## src/crf_pkg.sv

```systemverilog
// crf_pkg: widths, command and status types, angle table and helper functions
// for the complementary roll filter. No dependencies; imported by every module
// and referenced by the channel interfaces.
`timescale 1ns / 1ps

package crf_pkg;

  localparam int CORDIC_ITERATIONS = 20;
  localparam int CNT_W             = $clog2(CORDIC_ITERATIONS);

  localparam int GYRO_W   = 24;
  localparam int ACCEL_W  = 16;
  localparam int ROLL_W   = 32;
  localparam int ACC_W    = 25;
  localparam int WEIGHT_W = 17;
  localparam int PERIOD_W = 21;

  localparam int CFG_IDX_W  = 1;
  localparam int CFG_DATA_W = 21;

  localparam int PRESCALE = 14;
  localparam int XY_W     = 33;
  localparam int Z_W      = 27;
  localparam int MUL_A_W  = 33;
  localparam int MUL_B_W  = 22;
  localparam int PROD_W   = MUL_A_W + MUL_B_W;
  localparam int STEP_W   = 34;
  localparam int EST_SUM_W = 35;
  localparam int MIX_W    = 50;
  localparam int SAT_IN_W = 51;
  localparam int STEP_FRAC_SHIFT = 12;
  localparam int MIX_FRAC_SHIFT  = 16;

  localparam logic [WEIGHT_W-1:0] ONE_Q16            = 17'd65536;
  localparam logic [WEIGHT_W-1:0] BLEND_WEIGHT_RESET = 17'd64225;
  localparam logic [PERIOD_W-1:0] SAMPLE_PERIOD_RESET = 21'd1049;

  localparam logic signed [Z_W-1:0]    HALF_TURN = 27'sd11796480;
  localparam logic signed [ACC_W-1:0]  ACC_LIMIT = 25'sd11796480;
  localparam logic signed [ROLL_W-1:0] ROLL_MAX  = 32'sh7FFF_FFFF;
  localparam logic signed [ROLL_W-1:0] ROLL_MIN  = 32'sh8000_0000;

  typedef enum logic [CFG_IDX_W-1:0] {
    REG_BLEND_WEIGHT  = 1'b0,
    REG_SAMPLE_PERIOD = 1'b1
  } reg_idx_e;

  typedef struct packed {
    logic             load;
    logic             cordic_step;
    logic [CNT_W-1:0] iter;
    logic             step_mul;
    logic             step_calc;
    logic             step_add;
    logic             mix_a;
    logic             mix_b;
    logic             writeback;
  } crf_cmd_t;

  typedef struct packed {
    logic out_free;
  } crf_status_t;

  // atan(2^-i) in degrees, Q.16
  function automatic logic signed [Z_W-1:0] atan_deg(input logic [4:0] idx);
    logic signed [Z_W-1:0] a;
    case (idx)
      5'd0:    a = 27'sd2949120;
      5'd1:    a = 27'sd1740967;
      5'd2:    a = 27'sd919879;
      5'd3:    a = 27'sd466945;
      5'd4:    a = 27'sd234379;
      5'd5:    a = 27'sd117304;
      5'd6:    a = 27'sd58666;
      5'd7:    a = 27'sd29335;
      5'd8:    a = 27'sd14668;
      5'd9:    a = 27'sd7334;
      5'd10:   a = 27'sd3667;
      5'd11:   a = 27'sd1833;
      5'd12:   a = 27'sd917;
      5'd13:   a = 27'sd458;
      5'd14:   a = 27'sd229;
      5'd15:   a = 27'sd115;
      5'd16:   a = 27'sd57;
      5'd17:   a = 27'sd29;
      5'd18:   a = 27'sd14;
      5'd19:   a = 27'sd7;
      5'd20:   a = 27'sd4;
      5'd21:   a = 27'sd2;
      5'd22:   a = 27'sd1;
      default: a = '0;
    endcase
    return a;
  endfunction

  function automatic logic signed [ROLL_W-1:0] sat_roll(input logic signed [SAT_IN_W-1:0] v);
    logic signed [ROLL_W-1:0] r;
    if (v > SAT_IN_W'(ROLL_MAX)) begin
      r = ROLL_MAX;
    end else if (v < SAT_IN_W'(ROLL_MIN)) begin
      r = ROLL_MIN;
    end else begin
      r = ROLL_W'(v);
    end
    return r;
  endfunction

endpackage

```

## src/crf_intf.sv

```systemverilog
// crf channel interfaces: imu sample input, roll result output, register write.
// Depends on crf_pkg for field widths.
`timescale 1ns / 1ps

interface crf_sample_if;
  logic                                  valid;
  logic                                  ready;
  logic signed [crf_pkg::GYRO_W-1:0]     gyro_z_rate;
  logic signed [crf_pkg::ACCEL_W-1:0]    accel_x;
  logic signed [crf_pkg::ACCEL_W-1:0]    accel_y;

  modport source (output valid, gyro_z_rate, accel_x, accel_y, input ready);
  modport sink   (input valid, gyro_z_rate, accel_x, accel_y, output ready);
endinterface

interface crf_result_if;
  logic                                  valid;
  logic                                  ready;
  logic signed [crf_pkg::ROLL_W-1:0]     roll_integrated;
  logic signed [crf_pkg::ACC_W-1:0]      roll_from_accel;
  logic signed [crf_pkg::ROLL_W-1:0]     roll_blended;

  modport source (output valid, roll_integrated, roll_from_accel, roll_blended, input ready);
  modport sink   (input valid, roll_integrated, roll_from_accel, roll_blended, output ready);
endinterface

interface crf_cfg_if;
  logic                                  valid;
  logic                                  ready;
  logic [crf_pkg::CFG_IDX_W-1:0]         index;
  logic [crf_pkg::CFG_DATA_W-1:0]        data;

  modport source (output valid, index, data, input ready);
  modport sink   (input valid, index, data, output ready);
endinterface

```

## src/crf_ctrl.sv

```systemverilog
// crf_ctrl: sequencer for one sample: load, cordic micro-rotations with the
// gyro step alongside, two blend multiplies, writeback. Depends on crf_pkg.
`timescale 1ns / 1ps

module crf_ctrl (
  input  logic                 clk_i,
  input  logic                 rst_ni,
  input  logic                 in_valid_i,
  output logic                 in_ready_o,
  input  crf_pkg::crf_status_t status_i,
  output crf_pkg::crf_cmd_t    cmd_o
);
  import crf_pkg::*;

  typedef enum logic [2:0] {
    IDLE,
    CORDIC,
    MIX_A,
    MIX_B,
    WB
  } state_e;

  state_e           state_q;
  logic [CNT_W-1:0] cnt_q;
  logic             in_ready_q;
  logic             accept;

  assign accept     = in_valid_i && in_ready_q;
  assign in_ready_o = in_ready_q;

  always_ff @(posedge clk_i or negedge rst_ni) begin
    if (!rst_ni) begin
      state_q    <= IDLE;
      cnt_q      <= '0;
      in_ready_q <= 1'b1;
    end else begin
      case (state_q)
        IDLE: begin
          if (accept) begin
            state_q    <= CORDIC;
            cnt_q      <= '0;
            in_ready_q <= 1'b0;
          end
        end
        CORDIC: begin
          if (cnt_q == CNT_W'(CORDIC_ITERATIONS - 1)) begin
            state_q <= MIX_A;
          end else begin
            cnt_q <= cnt_q + CNT_W'(1);
          end
        end
        MIX_A: begin
          state_q <= MIX_B;
        end
        MIX_B: begin
          state_q <= WB;
        end
        WB: begin
          if (status_i.out_free) begin
            state_q    <= IDLE;
            in_ready_q <= 1'b1;
          end
        end
        default: begin
          state_q    <= IDLE;
          in_ready_q <= 1'b1;
        end
      endcase
    end
  end

  always_comb begin
    cmd_o             = '0;
    cmd_o.load        = accept;
    cmd_o.cordic_step = (state_q == CORDIC);
    cmd_o.iter        = cnt_q;
    cmd_o.step_mul    = (state_q == CORDIC) && (cnt_q == CNT_W'(0));
    cmd_o.step_calc   = (state_q == CORDIC) && (cnt_q == CNT_W'(1));
    cmd_o.step_add    = (state_q == CORDIC) && (cnt_q == CNT_W'(2));
    cmd_o.mix_a       = (state_q == MIX_A);
    cmd_o.mix_b       = (state_q == MIX_B);
    cmd_o.writeback   = (state_q == WB) && status_i.out_free;
  end

endmodule

```

## src/crf_datapath.sv

```systemverilog
// crf_datapath: config registers, vectoring cordic, shared multiplier, roll
// integrators and the result register. Depends on crf_pkg and crf_intf.
`timescale 1ns / 1ps

module crf_datapath (
  input  logic                               clk_i,
  input  logic                               rst_ni,
  input  crf_pkg::crf_cmd_t                  cmd_i,
  output crf_pkg::crf_status_t               status_o,
  input  logic signed [crf_pkg::GYRO_W-1:0]  gyro_z_rate_i,
  input  logic signed [crf_pkg::ACCEL_W-1:0] accel_x_i,
  input  logic signed [crf_pkg::ACCEL_W-1:0] accel_y_i,
  crf_cfg_if.sink                            cfg_i,
  crf_result_if.source                       result_o
);
  import crf_pkg::*;

  logic [WEIGHT_W-1:0] blend_weight_q;
  logic [PERIOD_W-1:0] sample_period_q;
  logic [WEIGHT_W-1:0] alpha;

  logic signed [GYRO_W-1:0]  rate_q;
  logic signed [XY_W-1:0]    x_q, y_q;
  logic signed [Z_W-1:0]     z_q;
  logic                      zero_q;
  logic signed [PROD_W-1:0]  prod_q;
  logic signed [STEP_W-1:0]  step_q;
  logic signed [ROLL_W-1:0]  gyro_q, blend_q, pred_q;
  logic signed [ACC_W-1:0]   acc_q;
  logic signed [MIX_W-1:0]   mix_q;

  logic signed [ROLL_W-1:0]  res_gyro_q, res_blend_q;
  logic signed [ACC_W-1:0]   res_acc_q;
  logic                      out_valid_q;

  logic signed [ACCEL_W:0]   ax_e, ay_e, x0, y0;
  logic signed [Z_W-1:0]     z0;
  logic signed [ACCEL_W+PRESCALE:0] x0_s, y0_s;
  logic signed [XY_W-1:0]    dx, dy;
  logic signed [Z_W-1:0]     ang;
  logic signed [MUL_A_W-1:0] mul_a;
  logic signed [MUL_B_W-1:0] mul_b;
  logic signed [EST_SUM_W-1:0] gyro_sum, pred_sum;
  logic signed [SAT_IN_W-1:0]  mix_sum;
  logic signed [ACC_W-1:0]   acc_d;
  logic signed [ROLL_W-1:0]  blend_d;

  assign cfg_i.ready = 1'b1;
  assign alpha = (blend_weight_q > ONE_Q16) ? ONE_Q16 : blend_weight_q;

  // register writes
  always_ff @(posedge clk_i or negedge rst_ni) begin
    if (!rst_ni) begin
      blend_weight_q  <= BLEND_WEIGHT_RESET;
      sample_period_q <= SAMPLE_PERIOD_RESET;
    end else if (cfg_i.valid) begin
      case (reg_idx_e'(cfg_i.index))
        REG_BLEND_WEIGHT:  blend_weight_q  <= cfg_i.data[WEIGHT_W-1:0];
        REG_SAMPLE_PERIOD: sample_period_q <= cfg_i.data[PERIOD_W-1:0];
        default: ;
      endcase
    end
  end

  // pre-rotation into the right half plane
  always_comb begin
    ax_e = (ACCEL_W+1)'(accel_x_i);
    ay_e = (ACCEL_W+1)'(accel_y_i);
    if (ay_e < 0) begin
      x0 = -ay_e;
      y0 = -ax_e;
      z0 = (ax_e < 0) ? -HALF_TURN : HALF_TURN;
    end else begin
      x0 = ay_e;
      y0 = ax_e;
      z0 = '0;
    end
    x0_s = {x0, PRESCALE'(0)};
    y0_s = {y0, PRESCALE'(0)};
  end

  assign dx  = y_q >>> cmd_i.iter;
  assign dy  = x_q >>> cmd_i.iter;
  assign ang = atan_deg(5'(cmd_i.iter));

  // cordic
  always_ff @(posedge clk_i) begin
    if (cmd_i.load) begin
      rate_q <= gyro_z_rate_i;
      x_q    <= XY_W'(x0_s);
      y_q    <= XY_W'(y0_s);
      z_q    <= z0;
      zero_q <= (accel_x_i == '0) && (accel_y_i == '0);
    end else if (cmd_i.cordic_step) begin
      if (!y_q[XY_W-1]) begin
        x_q <= x_q + dx;
        y_q <= y_q - dy;
        z_q <= z_q + ang;
      end else begin
        x_q <= x_q - dx;
        y_q <= y_q + dy;
        z_q <= z_q - ang;
      end
    end
  end

  // shared multiplier operand select
  always_comb begin
    mul_a = '0;
    mul_b = '0;
    if (cmd_i.step_mul) begin
      mul_a = MUL_A_W'(rate_q);
      mul_b = MUL_B_W'($signed({1'b0, sample_period_q}));
    end else if (cmd_i.mix_a) begin
      mul_a = MUL_A_W'(pred_q);
      mul_b = MUL_B_W'($signed({1'b0, alpha}));
    end else if (cmd_i.mix_b) begin
      mul_a = MUL_A_W'(acc_q);
      mul_b = MUL_B_W'($signed({1'b0, ONE_Q16 - alpha}));
    end
  end

  always_comb begin
    if (zero_q) begin
      acc_d = '0;
    end else if (z_q > HALF_TURN) begin
      acc_d = ACC_LIMIT;
    end else if (z_q < -HALF_TURN) begin
      acc_d = -ACC_LIMIT;
    end else begin
      acc_d = ACC_W'(z_q);
    end
  end

  assign gyro_sum = EST_SUM_W'(gyro_q) + EST_SUM_W'(step_q);
  assign pred_sum = EST_SUM_W'(blend_q) + EST_SUM_W'(step_q);
  assign mix_sum  = SAT_IN_W'(mix_q) + SAT_IN_W'(prod_q);
  assign blend_d  = sat_roll(mix_sum >>> MIX_FRAC_SHIFT);

  always_ff @(posedge clk_i) begin
    if (cmd_i.step_mul || cmd_i.mix_a || cmd_i.mix_b) begin
      prod_q <= mul_a * mul_b;
    end
    if (cmd_i.step_calc) begin
      step_q <= STEP_W'((prod_q + PROD_W'(2048)) >>> STEP_FRAC_SHIFT);
    end
    if (cmd_i.step_add) begin
      pred_q <= sat_roll(SAT_IN_W'(pred_sum));
    end
    if (cmd_i.mix_a) begin
      acc_q <= acc_d;
    end
    if (cmd_i.mix_b) begin
      mix_q <= MIX_W'(prod_q) + MIX_W'(32768);
    end
    if (cmd_i.writeback) begin
      res_gyro_q  <= gyro_q;
      res_acc_q   <= acc_q;
      res_blend_q <= blend_d;
    end
  end

  // roll state and result valid
  always_ff @(posedge clk_i or negedge rst_ni) begin
    if (!rst_ni) begin
      gyro_q      <= '0;
      blend_q     <= '0;
      out_valid_q <= 1'b0;
    end else begin
      if (cmd_i.step_add) begin
        gyro_q <= sat_roll(SAT_IN_W'(gyro_sum));
      end
      if (cmd_i.writeback) begin
        blend_q     <= blend_d;
        out_valid_q <= 1'b1;
      end else if (result_o.ready) begin
        out_valid_q <= 1'b0;
      end
    end
  end

  assign status_o.out_free = !out_valid_q || result_o.ready;

  assign result_o.valid           = out_valid_q;
  assign result_o.roll_integrated = res_gyro_q;
  assign result_o.roll_from_accel = res_acc_q;
  assign result_o.roll_blended    = res_blend_q;

endmodule

```

## src/complementary_roll_filter.sv

```systemverilog
// complementary_roll_filter: top level joining crf_ctrl and crf_datapath.
// Depends on crf_pkg, crf_intf, crf_ctrl and crf_datapath.
`timescale 1ns / 1ps

// Complementary roll filter. Each sample transfer (gyro z rate, accel x and
// y) yields one result transfer: integrated gyro roll and blended roll in
// degrees Q15.16, accelerometer roll atan2(accel_x, accel_y) in degrees Q8.16.
// A sample runs through a load, one cordic micro-rotation per cycle, the two
// blend multiplies on the shared multiplier (MIX_A, MIX_B) and a writeback that
// waits until the result register is free; the gyro step uses
// the same multiplier while the cordic runs. A new sample is accepted as soon
// as the previous one is in the result register, even if that result has not
// yet been taken. Register writes are accepted at any time with ready high
// and should be issued only while the filter is idle.
module complementary_roll_filter (
  input  logic         clk_i,
  input  logic         rst_ni,
  crf_sample_if.sink   sample_i,
  crf_result_if.source result_o,
  crf_cfg_if.sink      cfg_i
);
  import crf_pkg::*;

  crf_cmd_t    cmd;
  crf_status_t status;
  logic        in_ready;

  assign sample_i.ready = in_ready;

  crf_ctrl u_ctrl (
    .clk_i      (clk_i),
    .rst_ni     (rst_ni),
    .in_valid_i (sample_i.valid),
    .in_ready_o (in_ready),
    .status_i   (status),
    .cmd_o      (cmd)
  );

  crf_datapath u_datapath (
    .clk_i         (clk_i),
    .rst_ni        (rst_ni),
    .cmd_i         (cmd),
    .status_o      (status),
    .gyro_z_rate_i (sample_i.gyro_z_rate),
    .accel_x_i     (sample_i.accel_x),
    .accel_y_i     (sample_i.accel_y),
    .cfg_i         (cfg_i),
    .result_o      (result_o)
  );

endmodule

```

## src/flat_wrapper.sv

```systemverilog
// flat-port wrapper written by rule: the top's interface ports become plain ports
module complementary_roll_filter_flat import crf_pkg::*;
  (clk_i, rst_ni, sample_i_valid, sample_i_gyro_z_rate, sample_i_accel_x, sample_i_accel_y, sample_i_ready, result_o_valid, result_o_roll_integrated, result_o_roll_from_accel, result_o_roll_blended, result_o_ready, cfg_i_valid, cfg_i_index, cfg_i_data, cfg_i_ready);
  crf_sample_if sample_i_i ();
  crf_result_if result_o_i ();
  crf_cfg_if cfg_i_i ();
  input  logic clk_i;
  input  logic rst_ni;
  input wire logic [$bits(sample_i_i.valid)-1:0] sample_i_valid;
  input wire logic [$bits(sample_i_i.gyro_z_rate)-1:0] sample_i_gyro_z_rate;
  input wire logic [$bits(sample_i_i.accel_x)-1:0] sample_i_accel_x;
  input wire logic [$bits(sample_i_i.accel_y)-1:0] sample_i_accel_y;
  output wire logic [$bits(sample_i_i.ready)-1:0] sample_i_ready;
  output wire logic [$bits(result_o_i.valid)-1:0] result_o_valid;
  output wire logic [$bits(result_o_i.roll_integrated)-1:0] result_o_roll_integrated;
  output wire logic [$bits(result_o_i.roll_from_accel)-1:0] result_o_roll_from_accel;
  output wire logic [$bits(result_o_i.roll_blended)-1:0] result_o_roll_blended;
  input wire logic [$bits(result_o_i.ready)-1:0] result_o_ready;
  input wire logic [$bits(cfg_i_i.valid)-1:0] cfg_i_valid;
  input wire logic [$bits(cfg_i_i.index)-1:0] cfg_i_index;
  input wire logic [$bits(cfg_i_i.data)-1:0] cfg_i_data;
  output wire logic [$bits(cfg_i_i.ready)-1:0] cfg_i_ready;
  assign sample_i_i.valid = sample_i_valid;
  assign sample_i_i.gyro_z_rate = sample_i_gyro_z_rate;
  assign sample_i_i.accel_x = sample_i_accel_x;
  assign sample_i_i.accel_y = sample_i_accel_y;
  assign sample_i_ready = sample_i_i.ready;
  assign result_o_valid = result_o_i.valid;
  assign result_o_roll_integrated = result_o_i.roll_integrated;
  assign result_o_roll_from_accel = result_o_i.roll_from_accel;
  assign result_o_roll_blended = result_o_i.roll_blended;
  assign result_o_i.ready = result_o_ready;
  assign cfg_i_i.valid = cfg_i_valid;
  assign cfg_i_i.index = cfg_i_index;
  assign cfg_i_i.data = cfg_i_data;
  assign cfg_i_ready = cfg_i_i.ready;
  complementary_roll_filter u_core (.clk_i(clk_i), .rst_ni(rst_ni), .sample_i(sample_i_i), .result_o(result_o_i), .cfg_i(cfg_i_i));
endmodule
```

## config.mk

```make
export PLATFORM = sky130hd
export DESIGN_NAME = complementary_roll_filter_flat
export DESIGN_NICKNAME = d
export VERILOG_FILES = /design/src/crf_pkg.sv /design/src/crf_intf.sv /design/src/crf_ctrl.sv /design/src/crf_datapath.sv /design/src/complementary_roll_filter.sv /design/src/flat_wrapper.sv
export SDC_FILE = /design/constraint.sdc
export NUM_CORES = 2
export LEC_CHECK = 0
export BUFFER_PORTS_ARGS = -buffer_cell sky130_fd_sc_hd__buf_2
export CAP_MARGIN = 20
export CORE_MARGIN = 2
export CORE_UTILIZATION = 55
export CTS_BUF_LIST = sky130_fd_sc_hd__clkbuf_8 sky130_fd_sc_hd__clkbuf_16
export DETAILED_ROUTE_END_ITERATION = 7
export HOLD_SLACK_MARGIN = 0.06
export PLACE_DENSITY = 0.78
export SETUP_SLACK_MARGIN = 0.4
export SYNTH_ARGS = -nofsm -noshare
export SYNTH_HDL_FRONTEND = slang
export SYNTH_SLANG_ARGS = --single-unit
```

## constraint.sdc

```tcl
create_clock -name clk_i -period 9.53 [get_ports clk_i]
set_clock_uncertainty 0.2 [all_clocks]
set_input_delay 0.4765 -clock clk_i [delete_from_list [all_inputs] [get_ports clk_i]]
set_output_delay 0.4765 -clock clk_i [all_outputs]
set_load 0.02 [all_outputs]
```

==> reports/results.ini <==
[timing]
worst_slew_pin_slew_ns = 1.16
holdWs_ns = 0.0943
fmax_mhz = 106
fin_ws_ns = 0.0820
finalSetupViolCount = 0
rsz0062_at_grt = yes
setup-tns-final_ns = 0
period_minus_slack_ns = 9.45
hold_viol = 0
post-route-period-util_pct = 99.1
slew_headroom_pct = 22.8
slew_viol_final = 0

[worst_setup_path]
cpMaxStageDelayCell = fa_1
cp.arrival_ns = 9.69
crit_top_cell = fa_1
crit_path_end_kind = register
cp_num_buf_inv = 4
cp_data_required_time_ns = 9.77
worst-path-max-fanout = 6
slowest_delay_ns = 0.61
critPathLaunchType = register
crit_type = register to register
crit_family = adder cells

[global_routing]
grt_pass1_wl_mm = 277
grt_usage_pct = 32.7
grt_pass1_vias = 48856
grt_max_degree = 78
grt.overflow.total = 0
antenna_found_initial = 6

[synth]
synth_top_family_by_area = adder cells
netlist_area_um2 = 58500
synth_xor_xnor_area_share_pct = 6.06
synthMuxAreaShare_pct = 5.19
synth_compound_area_share_pct = 14.0
ys.warnings.count = 0
ys_seq_area_share_pct = 24.8
synth_flop_cell = edfxtp_1
ys_ff_latch = 511
yosys.area_share.adder_pct = 29.8
syn_inst = 6064
synth_enable_flop_cells = 371
async_flop_share_pct = 21.9
syn-num-nets = 7151
ys_types = 114
synth.avg_cell_area_um2 = 9.65
yosys.area_share.simple_pct = 14.0

[route]
top_layer = met5
drtPass1Iterations = 8
routed_wire_length_per_instance_um = 23.0
drc = 16
initialDrtViolationCount = 4859
wl_met3_mm = 14.7
dr_wl_met2_mm = 83.5
routed_wl_mm = 179
vias = 48082
ant_nets = 0
wl_met1_mm = 70.0
routed_via_density = 6.18

[floorplan]
row_count = 119
pin_count = 175
die_h_um = 330
coreArea_um2 = 105000
start_util_pct = 55.5
fp.dieW_um = 330
die_area_um2 = 109000

[clock_network]
cts_tree = done
clkLatencyLatePin_ns = 0.69
ctsHtreeMaxLevel = 2
clkTransAtPathRegs_ns = 0.06
cts_sinks = 511
cts_buffers = 57
clockRootBuffer = clkbuf_16
clockBufferDepth = 3

[layout]
layout-drive-gt1-share_pct = 14.5
antenna_cells = 0
area_delta_synth_final_pct = 12.5
nNetsFinal = 7432
num-fill-cells = 8525
final_cell_area_um2 = 65800

[placement]
pre_cts_slack_ns = -0.0582
io_buffers = 173
post_dp_cell_area_um2 = 61700
dp_hpwl_mm = 139
gp_congestion = 1.04

[status]
status = finished with violations
violations = design-rule violations

[min_path]
hp-class = input port to register

[flow_run]
maxCapViolCount = 0

through the flow:
stage | utilization, % | cells
after global placement | 58.5 | 7536
after CTS | 61.5 | 7744
after global routing | 62.4 | 7785
after detailed placement | 58.5 | 7537
after floorplan | - | 6064
final | 62.4 | 7785
metal layers:
layer	vias to the layer above	GRT usage [%]
met1	23854	43.0
met5	-	0
met2	2309	52.7
met4	2	16.7
met3	523	5.24
li1	21394	-
worst reg2reg max path, delay by kind of cell, from the launching register on:
family | cells | cell delay (ns)
AOI/OAI and AO/OA | 12 | 2.62
xor gates and xnor gates | 2 | 0.22
adders and majority gates | 9 | 4.11
buffers and inverters | 4 | 0.45
DFF | 1 | 0.39
and+or+nand+nor | 7 | 1.27
kinds of logic after synthesis:
group / Yosys count
AO/OA/AOI/OAI: 1250
adder cells (fa/ha/maj): 1004
flip-flops: 511
other: 1
multiplexers: 189
buffers and inverters: 918
XOR/XNOR: 403
AND/OR/NAND/NOR: 1788
repair_timing:
item,CTS,global route
pin swaps,36,47
buffers inserted,21,36
hold buffers,78,0
setup endpoints to repair,15,25
hold endpoints to repair,145,0
gates cloned,0,4
resized for setup,32,138
path summary, 6_finish.rpt:
kind / from / endpoint / slack, ns / cells past startpoint
min: result_o_ready / u_core.u_datapath.result_o.valid / 0.09 / 3
min in group asynchronous: rst_ni / u_core.u_datapath.gyro_q[28] / 0.18 / 2
max reg2reg: u_core.u_datapath.blend_weight_q[2] / u_core.u_datapath.prod_q[48] / 0.08 / 34
min reg2reg: u_core.u_datapath.acc_q[6] / u_core.u_datapath.result_o.roll_from_accel[6] / 0.25 / 0
max: u_core.u_datapath.blend_weight_q[2] / u_core.u_datapath.prod_q[48] / 0.08 / 34
max in group asynchronous: rst_ni / u_core.u_datapath.blend_weight_q[8] / 7.42 / 3
synthesized netlist by cell type (all sizes together) (15+ instances only):
cell type | number | area [um2]
a21o | 109 | 818
o221a | 21 | 236
or2 | 48 | 300
dfxtp | 28 | 561
and2 | 71 | 448
o21a | 70 | 526
mux2i | 49 | 515
xnor2 | 242 | 2120
o21bai | 38 | 285
nand2 | 701 | 2630
o31ai | 36 | 270
o211ai | 22 | 170
or3 | 22 | 143
nand2b | 48 | 300
a21oi | 359 | 1800
a211oi | 34 | 260
dfrtp | 97 | 2430
clkbuf | 235 | 882
xor2 | 160 | 1400
fa | 650 | 13000
nor4 | 17 | 121
nand4 | 33 | 213
a31oi | 44 | 275
o22ai | 36 | 225
edfxtp | 371 | 11100
and3 | 112 | 701
o22a | 33 | 289
mux2 | 62 | 706
nor2 | 505 | 1900
nand3 | 83 | 433
buf | 49 | 314
mux4 | 78 | 1810
dfstp | 15 | 394
a22oi | 25 | 188
ha | 354 | 4430
o21ai | 257 | 1290
nor3 | 52 | 272
a221o | 19 | 190
nor2b | 40 | 250
inv | 631 | 2370
placed cells by master (no fill, tap or decap), types with 46 or more instances in the layout:
| master | count |
|---|---|
| nand2_1 | 692 |
| fa_1 | 634 |
| inv_1 | 622 |
| nor2_1 | 487 |
| edfxtp_1 | 371 |
| a21oi_1 | 342 |
| ha_1 | 336 |
| xnor2_1 | 238 |
| buf_4 | 219 |
| o21ai_0 | 217 |
| buf_2 | 172 |
| xor2_1 | 159 |
| a21o_1 | 109 |
| and3_1 | 108 |
| dfrtp_1 | 93 |
| nand3_1 | 81 |
| dlygate4sd3_1 | 78 |
| o21a_1 | 69 |
| and2_1 | 66 |
| mux4_2 | 63 |
| clkbuf_16 | 61 |
| mux2_2 | 59 |
| mux2i_1 | 46 |
| nor3_1 | 46 |
cell type report:
type / count / area (um2) / share of cell area [%]
tap: 1391 / 1740 / 2.65
multi-input combinational: 4635 / 41200 / 62.6
clock inverter: 50 / 649 / 0.987
sequential: 511 / 14500 / 22.1
clock buffer: 58 / 1440 / 2.19
inverter: 634 / 2380 / 3.62
timing repair buffer: 506 / 3870 / 5.88
state kept, by name, indices dropped and copies added (netlist names), 27 cells and up:
register	cells
u_core.u_datapath.result_o.roll_integrated	32
u_core.u_datapath.blend_q	32
u_core.u_datapath.x_q	33
u_core.u_datapath.mix_q	50
u_core.u_datapath.pred_q	32
u_core.u_datapath.y_q	33
u_core.u_datapath.z_q	27
u_core.u_datapath.step_q	34
u_core.u_datapath.gyro_q	32
u_core.u_datapath.prod_q	51
u_core.u_datapath.result_o.roll_blended	32
Power is left out: the tool's default activity adds up to more than one toggle a clock period on the data nets, which glitch-free logic cannot reach.
